==> config.mk <==
export PLATFORM = sky130hd
export DESIGN_NAME = rhs_upd_ctrl
export DESIGN_NICKNAME = d
export VERILOG_FILES = /design/src/rhs_upd_pkg.sv /design/src/rhs_upd_ctrl.sv
export SDC_FILE = /design/constraint.sdc
export NUM_CORES = 1
export LEC_CHECK = 0
export BUFFER_PORTS_ARGS = -buffer_cell sky130_fd_sc_hd__buf_2
export CORE_UTILIZATION = 54
export CTS_CLUSTER_SIZE = 10
export DETAILED_ROUTE_END_ITERATION = 7
export MAX_ROUTING_LAYER = met4
export PLACE_DENSITY = 0.8
export SETUP_SLACK_MARGIN = 0.2
export SLEW_MARGIN = 20
export SYNTH_ARGS = -nofsm -noshare
export SYNTH_HDL_FRONTEND = slang
export SYNTH_SLANG_ARGS = --single-unit
==> constraint.sdc <==
create_clock -name clk_i -period 4.8 [get_ports clk_i]
set_input_delay 0.72 -clock clk_i [delete_from_list [all_inputs] [get_ports clk_i]]
set_output_delay 0.72 -clock clk_i [all_outputs]
set_load 0.005 [all_outputs]
==> src/rhs_upd_pkg.sv <==
// Shared types, command codes and arithmetic helpers for the scenario RHS update block.
`timescale 1ns / 1ps
package rhs_upd_pkg;

  localparam int unsigned ActW  = 4;
  localparam int unsigned RowW  = 11;
  localparam int unsigned ColW  = 10;
  localparam int unsigned DataW = 32;
  // Sweep counter width: holds any row or column count up to 1024.
  localparam int unsigned CntW  = 11;

  localparam logic [ActW-1:0] ActLoadRhs   = 4'd0;
  localparam logic [ActW-1:0] ActLoadCost  = 4'd1;
  localparam logic [ActW-1:0] ActLoadTrial = 4'd2;
  localparam logic [ActW-1:0] ActClear     = 4'd3;
  localparam logic [ActW-1:0] ActBaseNz    = 4'd4;
  localparam logic [ActW-1:0] ActBegin     = 4'd5;
  localparam logic [ActW-1:0] ActRhsDelta  = 4'd6;
  localparam logic [ActW-1:0] ActMatDelta  = 4'd7;
  localparam logic [ActW-1:0] ActCostDelta = 4'd8;
  localparam logic [ActW-1:0] ActFinish    = 4'd9;
  localparam logic [ActW-1:0] ActRead      = 4'd10;

  // Commands from the controller to the datapath.
  typedef struct packed {
    logic            load_item;  // capture the accepted item
    logic            wr_simple;  // plain store for loads and the cost delta
    logic            rd_rmw;     // read trial and the target entry
    logic            mul_en;     // form value times trial
    logic            rnd_en;     // form the addend: rounded, saturated product, or the rhs delta value
    logic            acc_wr;     // write back the saturated sum
    logic            rd_out;     // read for a result
    logic            clr_wr;     // clear one product entry
    logic            beg_rd;     // copy sweep, read side
    logic            fin_rd;     // finish sweep, read side
    logic [CntW-1:0] sweep_addr;
  } cmd_t;

  // Status from the datapath to the controller.
  typedef struct packed {
    logic [ActW-1:0] action;
    logic            row_ok;
    logic            trial_ok;
  } status_t;

  function automatic logic signed [DataW-1:0] sat_add(
    input logic signed [DataW-1:0] a,
    input logic signed [DataW-1:0] b,
    input logic                    sub
  );
    logic signed [DataW:0] s;
    logic signed [DataW:0] bx;
    bx = sub ? -{b[DataW-1], b} : {b[DataW-1], b};
    s  = {a[DataW-1], a} + bx;
    if (s[DataW] != s[DataW-1]) begin
      sat_add = s[DataW] ? {1'b1, {(DataW-1){1'b0}}} : {1'b0, {(DataW-1){1'b1}}};
    end else begin
      sat_add = s[DataW-1:0];
    end
  endfunction

  // Round a Q31.32 product to Q15.16, ties toward plus infinity, then saturate.
  function automatic logic signed [DataW-1:0] round_sat(input logic signed [63:0] p);
    logic signed [63:0] rs;
    logic        [47:0] r;
    rs = p + 64'sd32768;
    r  = rs[63:16];
    if (r[47:31] != {17{1'b0}} && r[47:31] != {17{1'b1}}) begin
      round_sat = r[47] ? {1'b1, {(DataW-1){1'b0}}} : {1'b0, {(DataW-1){1'b1}}};
    end else begin
      round_sat = r[31:0];
    end
  endfunction

endpackage

==> src/rhs_upd_ctrl.sv <==
// Controller state machine that sequences commands, sweeps and the multiply path.
`timescale 1ns / 1ps
module rhs_upd_ctrl #(
  parameter int unsigned ROWS    = 1024,
  parameter int unsigned SWEEP_N = 1024
) (
  input  logic                 clk_i,
  input  logic                 rst_ni,
  input  logic                 start,
  output logic                 busy,
  input  rhs_upd_pkg::status_t st_i,
  output rhs_upd_pkg::cmd_t    cmd_o
);

  localparam logic [3:0] S_CLEAR  = 4'd0;
  localparam logic [3:0] S_IDLE   = 4'd1;
  localparam logic [3:0] S_EXEC   = 4'd2;
  localparam logic [3:0] S_MUL    = 4'd3;
  localparam logic [3:0] S_RND    = 4'd4;
  localparam logic [3:0] S_ACC    = 4'd5;
  localparam logic [3:0] S_BEGIN  = 4'd6;
  localparam logic [3:0] S_FINISH = 4'd7;
  localparam logic [3:0] S_DRAIN  = 4'd8;

  localparam logic [rhs_upd_pkg::CntW-1:0] RowLast   = rhs_upd_pkg::CntW'(ROWS - 1);
  localparam logic [rhs_upd_pkg::CntW-1:0] SweepLast = rhs_upd_pkg::CntW'(SWEEP_N - 1);

  logic [3:0]                   state_q, state_d;
  logic [rhs_upd_pkg::CntW-1:0] cnt_q, cnt_d;

  always_ff @(posedge clk_i or negedge rst_ni) begin
    if (!rst_ni) begin
      state_q <= S_CLEAR;
      cnt_q   <= '0;
    end else begin
      state_q <= state_d;
      cnt_q   <= cnt_d;
    end
  end

  assign busy = (state_q != S_IDLE);

  always_comb begin
    state_d          = state_q;
    cnt_d            = cnt_q;
    cmd_o            = '0;
    cmd_o.sweep_addr = cnt_q;
    case (state_q)
      S_CLEAR: begin
        cmd_o.clr_wr = 1'b1;
        cnt_d        = cnt_q + 1'b1;
        if (cnt_q == RowLast) begin
          state_d = S_IDLE;
        end
      end
      S_IDLE: begin
        if (start) begin
          cmd_o.load_item = 1'b1;
          state_d         = S_EXEC;
        end
      end
      S_EXEC: begin
        state_d = S_IDLE;
        cnt_d   = '0;
        case (st_i.action)
          rhs_upd_pkg::ActLoadRhs, rhs_upd_pkg::ActLoadCost,
          rhs_upd_pkg::ActLoadTrial, rhs_upd_pkg::ActCostDelta: begin
            cmd_o.wr_simple = 1'b1;
          end
          rhs_upd_pkg::ActClear: begin
            state_d = S_CLEAR;
          end
          rhs_upd_pkg::ActBaseNz, rhs_upd_pkg::ActMatDelta: begin
            if (st_i.row_ok && st_i.trial_ok) begin
              cmd_o.rd_rmw = 1'b1;
              state_d      = S_MUL;
            end
          end
          rhs_upd_pkg::ActRhsDelta: begin
            if (st_i.row_ok) begin
              cmd_o.rd_rmw = 1'b1;
              state_d      = S_RND;
            end
          end
          rhs_upd_pkg::ActBegin: begin
            state_d = S_BEGIN;
          end
          rhs_upd_pkg::ActFinish: begin
            state_d = S_FINISH;
          end
          rhs_upd_pkg::ActRead: begin
            cmd_o.rd_out = 1'b1;
          end
          default: begin
            state_d = S_IDLE;
          end
        endcase
      end
      S_MUL: begin
        cmd_o.mul_en = 1'b1;
        state_d      = S_RND;
      end
      S_RND: begin
        cmd_o.rnd_en = 1'b1;
        state_d      = S_ACC;
      end
      S_ACC: begin
        cmd_o.acc_wr = 1'b1;
        state_d      = S_IDLE;
      end
      S_BEGIN: begin
        cmd_o.beg_rd = 1'b1;
        cnt_d        = cnt_q + 1'b1;
        if (cnt_q == SweepLast) begin
          state_d = S_DRAIN;
        end
      end
      S_FINISH: begin
        cmd_o.fin_rd = 1'b1;
        cnt_d        = cnt_q + 1'b1;
        if (cnt_q == RowLast) begin
          state_d = S_DRAIN;
        end
      end
      S_DRAIN: begin
        state_d = S_IDLE;
      end
      default: begin
        state_d = S_IDLE;
      end
    endcase
  end

endmodule

# After elaboration in Yosys (flattened, before gate mapping)
# Cells that the tools add are included.
# classes
n_reduce_logical,9
order_cmp,0
n_addsub,1
n_bitwise,0
n_mux,23
shift,0
multipliers,0
div_mod_pow,0
n_eq_ne,22
# ops
operator,count
4-bit by 3-bit equality test with 1-bit output (second input constant),8
4-bit one-hot mux with 6 select lines,1
11-bit one-hot mux with 2 select lines,1
4-bit one-hot mux with 5 select lines,1
4-bit by 2-bit equality test with 1-bit output (second input constant),4
1-bit 2-to-1 mux,13
4-bit equality test (second input constant),3
4-bit 2-to-1 mux,3
11-bit by 1-bit adder with 11-bit output (second input constant),1
11-bit by 10-bit equality test with 1-bit output (second input constant),1
4-bit by 1-bit equality test with 1-bit output (second input constant),2
4-bit zero test,2
2-bit 2-to-1 mux,2
2-bit inequality test (second input constant),2
4-bit by 1-bit inequality test with 1-bit output (second input constant),1
2-bit OR reduction,2
4-bit OR reduction,1
3-bit 2-to-1 mux,1
3-bit AND reduction,1
3-bit OR reduction,1
2-bit by 1-bit inequality test with 1-bit output (second input constant),1
1-bit one-hot mux with 2 select lines,1
2-bit nonzero test,1
1-bit logical AND,1
# word_totals
word_cells,57
input_bits,9
ram_bits,0
rom_bits,0
n_memories,0
output_inout_bits,22
latchBits,0
register_bits,15

# Longest topological paths before layout
# Gate-level depths: netlist of run 1.
# logic_depth
depth_word,4
ltp_mapped,7

# Least setup slack after synthesis of run 1
# Ideal clock, no wire load.
# synth_path
path_kind,in2out
startpoint,input st_i[4] (netlist bit)
endpoint,output cmd_o[18] (netlist bit)
t_arrival_ns,1.524
n_path_buf,1
path_stages,4
setup_slack_ns,2.556
path_cell_list,clkbuf_1 > nor2b_1 > o211ai_1 > a211oi_1
# synth_lines
element,line_no,text
from (decl),rhs_upd_ctrl.sv:11,"input rhs_upd_pkg::status_t st_i,"
to (decl),rhs_upd_ctrl.sv:12,output rhs_upd_pkg::cmd_t cmd_o

==> run_results.csv, run 1 <==
group,metric,value,unit
die,initial_core_util,0.586,
setup_path,worst_ep_required_time,4.08,ns
power_and_ir_drop,p_per_area,421,mW/mm2
global_routing,overflow,0,
routing,wl_per_cell,12.8,um
sta,clock.fmax,390,MHz
die,dieWidth,45.5,um
sta,drv_slew,0,
die,num_rows,15,
power_and_ir_drop,p_total,494,uW
sta,clock_skew,0.00464,ns
global_routing,grt_pass1_vias,826,
routing,drc_errors,0,
setup_path,critPathArrivalTime,1.85,ns
sta,setup_slack,2.23,ns
setup_path,r2r-start,"state_q[1]$_DFFE_PN0P_",
global_routing,grt_first_pass_wirelength,3570,um
clocking,cts.htree.levels,1,
routing,via_count,968,
setup_path,crit_start,"state_q[0]$_DFFE_PN0P_",
logic_synthesis,ys_seq_area_frac,0.367,
power_and_ir_drop,comb_power_share,0.460,
routing,viasPerCell,5.60,
power_and_ir_drop,ir_worst_vdd,0.253,mV
sta,period_share,0.535,
sta,tightest_slew,0.417,ns
layout,syn_to_final_growth,14.8,%
logic_synthesis,synth_commonest_cells,"15 x dfrtp_1, 13 x nor2_1, 12 x nand2_1",
sta,min_period,2.57,ns
die,die_h,45.5,um
flow_run,cap_violations,0,
routing,antenna_left,0,
setup_path,slowest_stage,"or4b_4",
setup_path,crit_path_max_incr_delay,0.65,ns
run_status,status,"complete, no violations",
clocking,postCtsSetupBuffers,0,
logic_synthesis,synth-edff-count,0,
layout,diodes,0,
die,io_pins,31,
routing,firstDrtPassIters,4,
logic_synthesis,yosysMostFrequentCell,"dfrtp_1",
clocking,clk_pin_slew,0.09,ns
global_routing,grt_use_total,0.242,
clocking,clock_latency,0.29,ns
power_and_ir_drop,switching_share,0.424,
hold_path,hp-class,"input port to async pin",
die,dieArea,0.00207,mm2
global_routing,antenna_found_initial,0,
power_and_ir_drop,pwr-share-clk,0.150,
logic_synthesis,async_reset_ff_frac,1.00,
power_and_ir_drop,p_leak,0.000575,uW
routing,wl,2220,um
die,core_area,0.00175,mm2
clocking,cts.hold.buffers_added,0,
logic_synthesis,synth_area_leaders,"dfrtp_1 37%, a21oi_1 4.9%, nor2_1 4.8%",
setup_path,cp_max_fo,11,
place,place_ws,2.49,ns
sta,rsz0062_at_grt,"false",
setup_path,end_kind,"output pin",
place,place_hpwl,1650,um
logic_synthesis,syn_avg_cell_area,8.39,um2
clocking,clockBufferDepth,2,
layout,fin_nets,159,
sta,setup_viol,0,
logic_synthesis,syn_area,0.00102,mm2
place,gp_congestion,0.781,
clocking,cts_root_buffer,"clkbuf_4",
setup_path,crit_type,"flop to output pin",
logic_synthesis,synth-warning-count,0,
layout,drive_gt1_frac,0.277,
sta,hold_viol_final,0,
layout,fillers,154,
power_and_ir_drop,p_int,285,uW
setup_path,path_cells,"or4b_4 -> nor4_1 -> buf_2",
logic_synthesis,synth_fp_nets,132,
clocking,cts_tree,"built",
place,port_buffers,30,
clocking,cts_buffers,3,
setup_path,start_kind,"flop",
power_and_ir_drop,p_seq_frac,0.390,
logic_synthesis,synth_seq_cells,15,
sta,relSlewSlack,0.715,
clocking,cts_resized,0,
logic_synthesis,synth_top_flop_cell,"dfrtp_1",
power_and_ir_drop,p_sw,209,uW
logic_synthesis,yosysUniqueCellTypes,41,
logic_synthesis,syn_inst,122,
routing,drtIter0Drc,31,
logic_synthesis,synth_top_cell_area_share,0.367,
clocking,clkSinkCount,15,
sta,fin_tns_setup,0,ns
global_routing,grt_max_degree,16,
logic_synthesis,synth_largest_area_cell,"dfrtp_1",
==> per-layer routing <==
layer  share of wire  vias to the layer above  track usage
li1                -                      503            -
met1            0.49                      431        0.333
met2            0.45                       32        0.366
met3           0.056                        2       0.0595
met4          0.0041                        0       0.0364
met5               0                        -            -
==> layout make-up <==
class / count / area, um2 / share of cell area
sequential: 15 / 375 / 0.319
timing repair buffer: 30 / 150 / 0.128
multi-input combinational: 94 / 573 / 0.488
tap: 25 / 31.3 / 0.0266
inverter: 5 / 18.8 / 0.0160
clock buffer: 4 / 26.3 / 0.0224
==> worst max-delay path, delay by kind of cell, from the launching register on <==
family	cells	cell delay, ns
flops	1	0.49
buf+inv	1	0.16
simple gates	2	0.91
==> cell families (layout without fill, tap and decap cells) <==
kind of cell,after synthesis,in the layout,synth area share
compound gates,29,29,0.186
xor+xnor,2,2,0.0171
fa+ha+maj,2,2,0.0220
buf+inv,13,39,0.0733
flops,15,15,0.367
mux,2,2,0.0196
simple gates,59,59,0.315
==> per-stage QoR <==
step,instances,area [um2],util,hold WS [ns]
finish,173,1170,0.673,0.310
global route,173,1170,0.673,0.345
CTS,173,1170,0.673,0.333
global placement,169,1150,0.658,0.493
floorplan,122,1020,-,0.424
detailed placement,169,1150,0.658,0.491
==> flip-flops by register name (all words and copies together) (netlist names) <==
name	flops
cnt_q	11
state_q	4
==> cell usage in the layout, fill, tap and decap left out, drive strengths merged, types with 2 or more instances in the layout <==
cell / count
nand4: 4
nor2: 13
nand3b: 2
o211ai: 2
nand2b: 2
nand2: 12
and3: 4
nor4: 4
buf: 30
a22o: 2
nor3: 5
or4: 2
a21oi: 10
o21ai: 4
mux2i: 2
a211oi: 2
or3: 3
xnor2: 2
dfrtp: 15
nand3: 4
inv: 5
a31oi: 3
clkbuf: 4
==> worst paths after layout <==
kind                                           to  slack [ns]  depth (start not counted)
setup / recovery                        cmd_o[14]        2.23                          3
hold / removal             state_q[0]$_DFFE_PN0P_        0.31                          1
setup reg to reg             cnt_q[7]$_DFFE_PN0P_        2.73                          4
hold reg to reg              cnt_q[8]$_DFFE_PN0P_        0.50                          1
max in group asynchronous    cnt_q[5]$_DFFE_PN0P_        4.25                          1
min in group clk_i           cnt_q[8]$_DFFE_PN0P_        0.50                          1
==> power groups by stage <==
stage                     clock network (uW)  logic (uW)  registers (uW)
after floorplan                            0         197             177
after global placement                     0         219             191
after detailed placement                   0         227             193
after CTS                               72.8         228             191
after global routing                    78.7         254             197
final                                   74.0         227             193
Power figures use the tool's default switching activity.
==> run 2: changes to the inputs <==
--- a/config.mk
+++ b/config.mk
@@ -6,11 +6,11 @@
 export NUM_CORES = 1
 export LEC_CHECK = 0
 export BUFFER_PORTS_ARGS = -buffer_cell sky130_fd_sc_hd__buf_2
-export CORE_UTILIZATION = 54
+export CORE_UTILIZATION = 45
 export CTS_CLUSTER_SIZE = 10
 export DETAILED_ROUTE_END_ITERATION = 7
 export MAX_ROUTING_LAYER = met4
-export PLACE_DENSITY = 0.8
+export PLACE_DENSITY = 0.71
 export SETUP_SLACK_MARGIN = 0.2
 export SLEW_MARGIN = 20
 export SYNTH_ARGS = -nofsm -noshare
==> constraint.sdc (replaced) <==
create_clock -name clk_i -period 2.13 [get_ports clk_i]
set_input_delay 0.3195 -clock clk_i [delete_from_list [all_inputs] [get_ports clk_i]]
set_output_delay 0.3195 -clock clk_i [all_outputs]
set_load 0.005 [all_outputs]
==> run_results.csv, run 2 (same netlist as run 1, synthesis figures left out) <==
group,metric,value,unit
clocking,clk_pin_slew,0.09,ns
hold_path,min_path_cells,4,
power_and_ir_drop,p_total,1230,uW
sta,tightest_slew,0.425,ns
power_and_ir_drop,p_int,711,uW
sta,clock_skew,0.00105,ns
layout,syn_to_final_growth,25.2,%
place,gp_congestion,0.785,
sta,clock.fmax,503,MHz
global_routing,grt_use_total,0.233,
power_and_ir_drop,switching_share,0.420,
power_and_ir_drop,p_leak,0.000613,uW
power_and_ir_drop,pwr-share-clk,0.137,
layout,multi_input_area,624,um2
clocking,cts_tree,"built",
layout,drive_gt1_frac,0.351,
sta,relSlewSlack,0.709,
routing,drtIter0Drc,14,
sta,period_share,0.934,
clocking,clockBufferDepth,2,
place,place_hpwl,1830,um
die,dieArea,0.00247,mm2
die,dieWidth,49.7,um
layout,fin_nets,165,
run_status,status,"complete, no violations",
power_and_ir_drop,p_per_area,957,mW/mm2
global_routing,overflow,0,
routing,drc_errors,0,
routing,antenna_left,0,
place,place_ws,0.178,ns
die,num_rows,16,
place,port_buffers,30,
sta,setup_slack,0.140,ns
layout,regArea,377,um2
setup_path,start_kind,"flop",
routing,wl,2570,um
die,initial_core_util,0.501,
layout,regMostFlops,"cnt_q",
layout,largestRegisters,"cnt_q x11, state_q x4",
sta,setup_viol,0,
layout,final_common_cell,"buf_2",
power_and_ir_drop,p_sw,515,uW
layout,diodes,0,
setup_path,crit_type,"flop to output pin",
layout,largest_reg_flops,11,
global_routing,antenna_found_initial,0,
global_routing,grt_max_degree,16,
setup_path,worst_ep_required_time,1.81,ns
setup_path,reg2reg_depth,6,
sta,drv_slew,0,
global_routing,grt_pass1_vias,984,
setup_path,critPathArrivalTime,1.67,ns
power_and_ir_drop,p_seq_frac,0.334,
routing,wl_per_cell,14.2,um
clocking,cts_root_buffer,"clkbuf_4",
routing,firstDrtPassIters,4,
routing,viasPerCell,5.88,
setup_path,cp_max_fo,4,
sta,rsz0062_at_grt,"true",
routing,via_count,1065,
clocking,cts.htree.levels,1,
die,io_pins,31,
layout,fillers,209,
sta,min_period,1.99,ns
clocking,clock_latency,0.28,ns
power_and_ir_drop,comb_power_share,0.529,
sta,fin_tns_setup,0,ns
hold_path,hp-class,"input port to flop",
die,core_area,0.00204,mm2
clocking,cts_buffers,3,
sta,hold_viol_final,0,
global_routing,grt_first_pass_wirelength,4310,um
layout,final_cell_mix,"30 x buf_2, 14 x dfrtp_1, 13 x nor2_1",
flow_run,cap_violations,0,
die,die_h,49.7,um
clocking,clkSinkCount,15,
power_and_ir_drop,ir_worst_vdd,0.426,mV
setup_path,end_kind,"output pin",
-- run 2: cell count changes in the layout (fill, tap and decap cells not counted), moves of 2 or more --
cell and delta:
a211oi_1 -2, o21ai_0 -2, buf_4 +4, o21ai_1 +2
-- run 2: worst paths after layout --
check	from	end	slack [ns]
max	state_q[0]$_DFFE_PN0P_	cmd_o[14]	0.14
min	start	state_q[1]$_DFFE_PN0P_	0.43
max reg2reg	state_q[0]$_DFFE_PN0P_	cnt_q[4]$_DFFE_PN0P_	0.16
min reg2reg	cnt_q[9]$_DFFE_PN0P_	cnt_q[9]$_DFFE_PN0P_	0.52
max in group asynchronous	rst_ni	state_q[2]$_DFFE_PN0P_	1.40
min in group asynchronous	rst_ni	cnt_q[5]$_DFFE_PN0P_	0.46
-- run 2: critical path, cell delays in order (launching register included) --
cell     delay, ns
dfrtp_1       0.40
buf_6         0.12
or4b_4        0.57
nor4_4        0.15
buf_2         0.15
-- run 2: power groups by stage --
stage          registers, uW  logic (uW)  clock network, uW
2_1_floorplan            398         443                  0
3_3_place_gp             402         557                  0
3_5_place_dp             408         561                  0
4_1_cts                  404         619                167
5_1_grt                  419         713                190
6_report                 410         648                168
-- run 2: cell type report --
type | count | share of cell area
sequential | 15 | 0.294
timing repair buffer | 36 | 0.157
inverter | 5 | 0.0146
clock buffer | 4 | 0.0205
multi-input combinational | 94 | 0.487
tap | 27 | 0.0264
-- run 2: layer usage --
| metal | share of wire | track usage |
|---|---|---|
| met4 | 0.0093 | 0.0762 |
| met1 | 0.46 | 0.295 |
| met5 | 0 | - |
| met3 | 0.041 | 0.0370 |
| met2 | 0.49 | 0.376 |
-- run 2: per-stage QoR --
stage	util	area (um2)	std cells	hold slack [ns]
2_1_floorplan	-	1020	122	0.0239
3_3_place_gp	0.571	1170	173	0.241
3_5_place_dp	0.571	1170	173	0.242
4_1_cts	0.616	1260	181	0.439
5_1_grt	0.627	1280	181	0.452
6_report	0.627	1280	181	0.431
-- run 2: repair_timing --
| item | CTS | global route |
|---|---|---|
| setup buffers | 3 | 0 |
| endpoints found under the hold margin | 15 | 0 |
| pin swaps | 3 | 0 |
| hold buffers | 1 | 0 |
| gates resized for setup | 8 | 8 |
| setup endpoints to repair | 4 | 9 |
